## config.mk

```make
export PLATFORM = sky130hd
export DESIGN_NAME = base64_stream_decoder
export DESIGN_NICKNAME = d
export VERILOG_FILES = /design/src/sv/b64d_pkg.sv /design/src/sv/b64d_front.sv /design/src/sv/b64d_queue.sv /design/src/sv/b64d_back.sv /design/src/sv/base64_stream_decoder.sv
export SDC_FILE = /design/constraint.sdc
export NUM_CORES = 1
export LEC_CHECK = 0
export BUFFER_PORTS_ARGS = -buffer_cell sky130_fd_sc_hd__buf_4
export CAP_MARGIN = 10
export CELL_PAD_IN_SITES_DETAIL_PLACEMENT = 1
export CELL_PAD_IN_SITES_GLOBAL_PLACEMENT = 2
export CORE_MARGIN = 5
export CORE_UTILIZATION = 45
export DETAILED_ROUTE_END_ITERATION = 7
export PLACE_DENSITY = 0.74
export SLEW_MARGIN = 0
export SYNTH_ARGS = -nofsm -noshare
export SYNTH_HDL_FRONTEND = slang
export SYNTH_HIERARCHICAL = 1
export SYNTH_SLANG_ARGS = --single-unit
```

## constraint.sdc

```tcl
create_clock -name clk -period 11.9 [get_ports clk]
set_input_delay 1.785 -clock clk [delete_from_list [all_inputs] [get_ports clk]]
set_output_delay 1.785 -clock clk [all_outputs]
set_load 0.005 [all_outputs]
```

## src/sv/b64d_pkg.sv

```systemverilog
// b64d_pkg: shared types, codes and the character lookup for the base64 decoder.
// Used by b64d_front, b64d_queue, b64d_back and base64_stream_decoder.
// No dependencies.
package b64d_pkg;

	localparam logic [7:0] PAD_CHAR   = 8'h3D;
	localparam logic [7:0] PLUS_CHAR  = 8'h2B;
	localparam logic [7:0] SLASH_CHAR = 8'h2F;

	localparam logic [1:0] STATUS_OK         = 2'd0;
	localparam logic [1:0] STATUS_BAD_LENGTH = 2'd1;
	localparam logic [1:0] STATUS_BAD_CHAR   = 2'd2;

	// bit 6 set: not in the alphabet
	localparam logic [6:0] SEXTET_NONE = 7'd64;

	localparam int QUEUE_DEPTH = 4;
	localparam int QUEUE_AW    = $clog2(QUEUE_DEPTH);
	localparam int QUEUE_CW    = QUEUE_AW + 1;

	// one decoded quad (or a length error) waiting to be emitted
	typedef struct packed {
		logic [23:0] triple;
		logic [1:0]  count;
		logic        last;
		logic [1:0]  status;
	} b64d_job_t;

	function automatic logic [6:0] sextet_of(input logic [7:0] c);
		logic [6:0] r;
		r = SEXTET_NONE;
		if (c inside {[8'h41:8'h5A]})
			r = 7'(c - 8'h41);
		else if (c inside {[8'h61:8'h7A]})
			r = 7'(c - 8'h61 + 8'd26);
		else if (c inside {[8'h30:8'h39]})
			r = 7'(c - 8'h30 + 8'd52);
		else if (c == PLUS_CHAR)
			r = 7'd62;
		else if (c == SLASH_CHAR)
			r = 7'd63;
		return r;
	endfunction

endpackage

```

## src/sv/b64d_front.sv

```systemverilog
// b64d_front: takes characters, maps them to sextets and gathers quads.
// Posts one job per completed quad or ragged end to the queue. Uses b64d_pkg.
module b64d_front (
	input  logic                clk,
	input  logic                arst_n,
	input  logic                push,
	input  logic                full,
	input  logic [7:0]          ch,
	input  logic                last,
	output logic                job_push,
	output b64d_pkg::b64d_job_t job
);
	import b64d_pkg::*;

	logic [1:0]  pos_q;
	logic [17:0] acc_q;
	logic        third_pad_q;
	logic        bad_q;

	logic        take;
	logic        is_pad;
	logic [6:0]  lut;
	logic        is_bad;
	logic [5:0]  sx;
	logic        bad_now;
	logic        pad4;
	logic        pad3;

	assign take    = push && !full;
	assign is_pad  = (ch == PAD_CHAR);
	assign lut     = sextet_of(ch);
	assign is_bad  = !is_pad && lut[6];
	assign sx      = (is_pad || lut[6]) ? 6'd0 : lut[5:0];
	assign bad_now = bad_q || is_bad;
	assign pad4    = last && is_pad;
	assign pad3    = last && third_pad_q;

	always_comb begin
		job_push = 1'b0;
		job      = '0;
		if (pos_q != 2'd3) begin
			if (last) begin
				job_push   = take;
				job.triple = '0;
				job.count  = 2'd1;
				job.last   = 1'b1;
				job.status = STATUS_BAD_LENGTH;
			end
		end else begin
			job_push   = take;
			job.triple = {acc_q, sx};
			job.count  = 2'd3 - {1'b0, pad4} - {1'b0, pad3};
			job.last   = last;
			job.status = bad_now ? STATUS_BAD_CHAR : STATUS_OK;
		end
	end

	always_ff @(posedge clk or negedge arst_n) begin
		if (!arst_n) begin
			pos_q       <= 2'd0;
			acc_q       <= '0;
			third_pad_q <= 1'b0;
			bad_q       <= 1'b0;
		end else if (take) begin
			if (pos_q == 2'd3 || last) begin
				pos_q       <= 2'd0;
				acc_q       <= '0;
				third_pad_q <= 1'b0;
				bad_q       <= 1'b0;
			end else begin
				if (pos_q == 2'd2)
					third_pad_q <= is_pad;
				acc_q <= {acc_q[11:0], sx};
				pos_q <= pos_q + 2'd1;
				bad_q <= bad_now;
			end
		end
	end

`ifndef NO_ASSERTIONS
	// a quad always restarts after its fourth character
	a_quad_wrap: assert property (@(posedge clk) disable iff (!arst_n)
		take && pos_q == 2'd3 |=> pos_q == 2'd0 && !bad_q && !third_pad_q)
		else $error("quad position did not wrap");
`endif

endmodule

```

## src/sv/b64d_queue.sv

```systemverilog
// b64d_queue: short job queue between the front and the back end.
// Register array, at most one write and one read per cycle (no write while full). Uses b64d_pkg.
module b64d_queue (
	input  logic                clk,
	input  logic                arst_n,
	input  logic                push,
	input  b64d_pkg::b64d_job_t din,
	input  logic                pop,
	output logic                full,
	output logic                avail,
	output b64d_pkg::b64d_job_t dout
);
	import b64d_pkg::*;

	b64d_job_t           entries_q [QUEUE_DEPTH];
	logic [QUEUE_AW-1:0] wr_ptr_q;
	logic [QUEUE_AW-1:0] rd_ptr_q;
	logic [QUEUE_CW-1:0] cnt_q;
	logic                do_push;
	logic                do_pop;

	assign full    = (cnt_q == QUEUE_CW'(QUEUE_DEPTH));
	assign avail   = (cnt_q != '0);
	assign dout    = entries_q[rd_ptr_q];
	assign do_push = push && !full;
	assign do_pop  = pop && avail;

	always_ff @(posedge clk) begin
		if (do_push)
			entries_q[wr_ptr_q] <= din;
	end

	always_ff @(posedge clk or negedge arst_n) begin
		if (!arst_n) begin
			wr_ptr_q <= '0;
			rd_ptr_q <= '0;
			cnt_q    <= '0;
		end else begin
			if (do_push)
				wr_ptr_q <= wr_ptr_q + 1'b1;
			if (do_pop)
				rd_ptr_q <= rd_ptr_q + 1'b1;
			if (do_push && !do_pop)
				cnt_q <= cnt_q + 1'b1;
			else if (do_pop && !do_push)
				cnt_q <= cnt_q - 1'b1;
		end
	end

`ifndef NO_ASSERTIONS
	a_cnt_range: assert property (@(posedge clk) disable iff (!arst_n)
		cnt_q <= QUEUE_CW'(QUEUE_DEPTH))
		else $error("queue fill count out of range");
	a_no_overrun: assert property (@(posedge clk) disable iff (!arst_n)
		push |-> !full)
		else $error("job posted to a full queue");
	a_ptr_gap: assert property (@(posedge clk) disable iff (!arst_n)
		cnt_q[QUEUE_AW-1:0] == QUEUE_AW'(wr_ptr_q - rd_ptr_q))
		else $error("queue pointers disagree with fill count");
`endif

endmodule

```

## src/sv/b64d_back.sv

```systemverilog
// b64d_back: unpacks jobs into bytes, one per cycle unless the output is held, into the output register.
// Reads jobs from b64d_queue. Uses b64d_pkg.
module b64d_back (
	input  logic                clk,
	input  logic                arst_n,
	input  logic                avail,
	input  b64d_pkg::b64d_job_t dout,
	output logic                q_pop,
	input  logic                pop,
	output logic                empty,
	output logic [7:0]          data_byte,
	output logic                last_byte,
	output logic [1:0]          status
);
	import b64d_pkg::*;

	b64d_job_t  job_q;
	logic       job_valid_q;
	logic [1:0] idx_q;
	logic       ovalid_q;
	logic [7:0] data_q;
	logic       last_q;
	logic [1:0] status_q;

	logic       load;
	logic       emit;
	logic       final_byte;
	logic       pull;
	logic [7:0] cur_byte;

	assign load       = !ovalid_q || pop;
	assign emit       = load && job_valid_q;
	assign final_byte = ((idx_q + 2'd1) == job_q.count);
	assign pull       = !job_valid_q || (emit && final_byte);
	assign q_pop      = pull && avail;

	always_comb begin
		case (idx_q)
			2'd0:    cur_byte = job_q.triple[23:16];
			2'd1:    cur_byte = job_q.triple[15:8];
			default: cur_byte = job_q.triple[7:0];
		endcase
	end

	always_ff @(posedge clk or negedge arst_n) begin
		if (!arst_n) begin
			job_valid_q <= 1'b0;
			idx_q       <= 2'd0;
			ovalid_q    <= 1'b0;
		end else begin
			if (load)
				ovalid_q <= job_valid_q;
			if (pull) begin
				job_valid_q <= avail;
				idx_q       <= 2'd0;
			end else if (emit) begin
				idx_q <= idx_q + 2'd1;
			end
		end
	end

	always_ff @(posedge clk) begin
		if (pull)
			job_q <= dout;
		if (emit) begin
			data_q   <= cur_byte;
			last_q   <= job_q.last && final_byte;
			status_q <= job_q.status;
		end
	end

	assign empty     = !ovalid_q;
	assign data_byte = data_q;
	assign last_byte = last_q;
	assign status    = status_q;

`ifndef NO_ASSERTIONS
	a_idx_range: assert property (@(posedge clk) disable iff (!arst_n)
		job_valid_q |-> idx_q < job_q.count)
		else $error("byte index beyond job length");
`endif

endmodule

```

## src/sv/base64_stream_decoder.sv

```systemverilog
// base64_stream_decoder: streaming base64 decoder, top level.
// Instantiates b64d_front, b64d_queue and b64d_back. Uses b64d_pkg.
//
// Input channel: ch with last, a request is taken when push is high and full
// is low. last marks the final character of an encoded string.
// Result channel: data_byte, last_byte, status are valid while empty is low;
// a request is taken when pop is high and empty is low.
// Each complete quad gives three bytes (fewer on a padded final quad); a
// string ending off a quad boundary gives one result with status bad length.
// Throughput: one character per cycle sustained while results are popped; the back
// end emits one byte per cycle, so three bytes per four characters leave it slack.
// Path of a quad: its fourth character posts the job into the queue, the job
// moves on to the job register and its first byte to the byte register.
// When pop stays low the output register holds, the back end stops, the
// four-entry job queue fills and then full rises; characters already taken
// are never lost. Reset clears the quad in progress, the queue and the output.
module base64_stream_decoder (
	input  logic       clk,
	input  logic       arst_n,
	input  logic [7:0] ch,
	input  logic       last,
	input  logic       push,
	output logic       full,
	output logic [7:0] data_byte,
	output logic       last_byte,
	output logic [1:0] status,
	output logic       empty,
	input  logic       pop
);
	import b64d_pkg::*;

	b64d_job_t job;
	b64d_job_t head;
	logic      job_push;
	logic      q_full;
	logic      q_avail;
	logic      q_pop;

	assign full = q_full;

	b64d_front u_front (
		.clk      (clk),
		.arst_n   (arst_n),
		.push     (push),
		.full     (q_full),
		.ch       (ch),
		.last     (last),
		.job_push (job_push),
		.job      (job)
	);

	b64d_queue u_queue (
		.clk    (clk),
		.arst_n (arst_n),
		.push   (job_push),
		.din    (job),
		.pop    (q_pop),
		.full   (q_full),
		.avail  (q_avail),
		.dout   (head)
	);

	b64d_back u_back (
		.clk       (clk),
		.arst_n    (arst_n),
		.avail     (q_avail),
		.dout      (head),
		.q_pop     (q_pop),
		.pop       (pop),
		.empty     (empty),
		.data_byte (data_byte),
		.last_byte (last_byte),
		.status    (status)
	);

endmodule

```

==> flow_metrics.tcl <==
set metrics [dict create \
    clkLatencyLatePin_ns 0.42 \
    grt_pass1_vias 4444 \
    critical-path-max-stage-delay_ns 0.53 \
    core_region_area_mm2 0.0172 \
    syn_inst 460 \
    drt_iter0_drc 141 \
    final_cell_mix "edfxtp_1 (156), nand2_1 (32), dfrtp_1 (32)" \
    cts_tree "yes" \
    cts_buffers 17 \
    finalMaxSlewViolations 0 \
    ctsHoldBuffers 0 \
    synth_edf_count 156 \
    gp_congestion 0.784 \
    crit_chain "buf_4 -> inv_1 -> ha_1 -> nand2_1 -> or3_4 -> nand4_2 -> o221ai_1 -> a221oi_1 -> nor3_1" \
    drive_gt1_share_pct 20.7 \
    critPathKind "input port to flop" \
    cts_sinks 189 \
    p_leak_nw 3.20 \
    grt_first_pass_wirelength_um 24900 \
    crit_fanout 8 \
    post-route-util_pct 51.7 \
    cts_buffer_depth 2 \
    initial_core_util_pct 45.5 \
    status "completed" \
    dp_hpwl_um 10300 \
    async_flop_share_pct 17.5 \
    diodes 0 \
    period_minus_slack_ns 3.83 \
    finClkSkew_ns 0.0120 \
    rsz0062_at_grt "false" \
    fillers 1622 \
    die-area_mm2 0.0201 \
    syn_avg_cell_area_um2 17.0 \
    cts_root_buffer "clkbuf_16" \
    fin_crit_sh_pct 32.2 \
    fmax_mhz 261 \
    viasPerCell 5.48 \
    fp.dieH_um 142 \
    powerDensity_mw_per_mm2 235 \
    cts_resized 0 \
    tightest_slew_ns 1.07 \
    yosys.cell_types.count 53 \
    dr_total_vias 3989 \
    setup-tns-final_ns 0 \
    synth_top_family_by_area "multiplexers" \
    numPortBuffers 25 \
    h-tree-depth 4 \
    postCtsSetupRepairBufs 0 \
    nNetsFinal 522 \
    synth-warning-count 6 \
    synth_compound_area_share_pct 6.06 \
    placementRows 48 \
    antenna_left 0 \
    netlist_area_mm2 0.00782 \
    hp-class "flop to flop" \
    synth_fp_nets 492 \
    setup-violations-final 0 \
    maxCapViolCount 0 \
    synth_xor_area_share_pct 1.34 \
    relSlewSlack_pct 28.4 \
    yosys.area_share.adder_pct 3.14 \
    ys.flop_type "edfxtp_1" \
    synth_seq_cells 189 \
    area_growth_pct 13.5 \
    cp-end-kind "flop" \
    grt_overflow 0 \
    crit_arrival_ns 3.96 \
    yosys.area_share.simple_pct 8.13 \
    drc 0 \
    ir_worst_vdd_mv 0.111 \
    dr.pass1.iters 6 \
    r2r_setup_slack_ns 8.85 \
    yosysSeqAreaShare_pct 70.5 \
    hold_viol_final 0 \
    die_w_um 142 \
    antenna_found_initial 0 \
    layout_commonest_cell "edfxtp_1" \
    wl_per_cell_um 20.8 \
    synthMuxAreaShare_pct 8.69 \
    cp.required_ns 12.03 \
    cp-start-kind "input port" \
    clk_pin_slew_ns 0.06 \
    pin_count 26 \
    cp_slowest_cell "a221oi_1" \
    drt-total-wl_um 15100 \
    track_usage_pct 16.3 \
    grt_max_degree 34 \
]
## power by group
| part | internal (mW) | switching (mW) |
|---|---|---|
| sequential | 0.908 | 0.0883 |
| clock | 0.398 | 0.226 |
| combinational | 0.216 | 0.252 |
| total | 1.52 | 0.567 |
## layout make-up
type | instances | area (um^2) | share of cell area (%)
Inverter | 16 | 60.1 | 0.677
Sequential cell | 189 | 5510 | 62.1
Tap cell | 225 | 282 | 3.17
Clock inverter | 12 | 215 | 2.43
Timing Repair Buffer | 28 | 210 | 2.37
Clock buffer | 20 | 447 | 5.03
Multi-Input combinational cell | 238 | 2150 | 24.2
## cell usage after synthesis (2+ instances only)
master | n | area share [%]
a31oi_1 | 2 | 0.16
nor2b_1 | 3 | 0.24
nand2b_1 | 5 | 0.40
o221ai_1 | 5 | 0.56
a211oi_1 | 4 | 0.38
nor3_1 | 9 | 0.58
and2_1 | 23 | 1.8
a21oi_1 | 4 | 0.26
xor2_1 | 5 | 0.56
dfrtp_1 | 33 | 11
nor2_1 | 16 | 0.77
ha_1 | 18 | 2.9
o21bai_1 | 2 | 0.19
xnor2_1 | 7 | 0.78
a22oi_1 | 9 | 0.86
a22o_1 | 12 | 1.3
edfxtp_1 | 156 | 60
nand2_1 | 32 | 1.5
buf_6 | 5 | 0.72
buf_2 | 4 | 0.26
and2_2 | 4 | 0.38
clkbuf_1 | 7 | 0.34
o31ai_1 | 4 | 0.38
nand3_1 | 7 | 0.45
o22ai_1 | 3 | 0.24
o21ai_0 | 10 | 0.64
mux4_2 | 29 | 8.4
inv_1 | 16 | 0.77
or3_4 | 2 | 0.29
## registers in the layout, summed over array words and instances (netlist names)
signal,cells
u_front/bad_q,1
u_back/job_valid_q,1
u_queue/entries_q,116
u_queue/rd_ptr_q,2
u_back/ovalid_q,1
u_queue/wr_ptr_q,2
u_front/pos_q,2
u_queue/cnt_q,3
u_back/data_byte,8
u_back/job_q,29
u_front/third_pad_q,1
u_front/acc_q,18
u_back/status,2
u_back/last_byte,1
u_back/idx_q,2
## routing by layer
layer  global-route usage (%)  routed length, um
met1                     20.6               6400
met2                     28.5               8030
met3                     3.30                462
met4                     5.00                235
met5                        0                  0
## path summary, 6_finish.rpt
kind	startpoint	endpoint	depth (start not counted)
min in group asynchronous	arst_n	u_back/idx_q[1]$_DFFE_PN0P_	1
worst min-delay path	u_back/job_q[1]$_DFFE_PP_	u_back/status[1]$_DFFE_PP_	0
worst min register to register	u_back/job_q[1]$_DFFE_PP_	u_back/status[1]$_DFFE_PP_	0
worst max-delay path	ch[0]	u_queue/entries_q[1][7]$_DFFE_PP_	9
max in group asynchronous	arst_n	u_queue/rd_ptr_q[0]$_DFFE_PN0P_	1
worst max register to register	u_queue/cnt_q[2]$_DFFE_PN0P_	u_queue/cnt_q[2]$_DFFE_PN0P_	10
## kinds of logic after synthesis
family | count (synthesis)
AND/OR/NAND/NOR | 114
buffers and inverters | 33
adder cells (fa/ha/maj) | 19
multiplexers | 31
AO/OA/AOI/OAI | 62
flip-flops | 189
XOR/XNOR | 12
## critical path, delay by kind of cell
family | cells | cell delay, ns
compound gates | 2 | 0.71
fa+ha+maj | 1 | 0.24
buf+inv | 2 | 0.30
simple gates | 4 | 0.92
## through the flow
step	hold slack [ns]	power [mW]	setup slack [ns]	cells	area (um^2)
final	0.440	2.09	8.07	728	8870
after global routing	0.455	2.20	7.90	728	8870
after CTS	0.449	2.12	8.06	728	8870
after detailed placement	0.435	1.50	7.63	696	8210
after global placement	0.415	1.47	7.74	696	8210
after floorplan	0.400	1.32	7.09	460	7820
(Power assumes the default switching activity.)
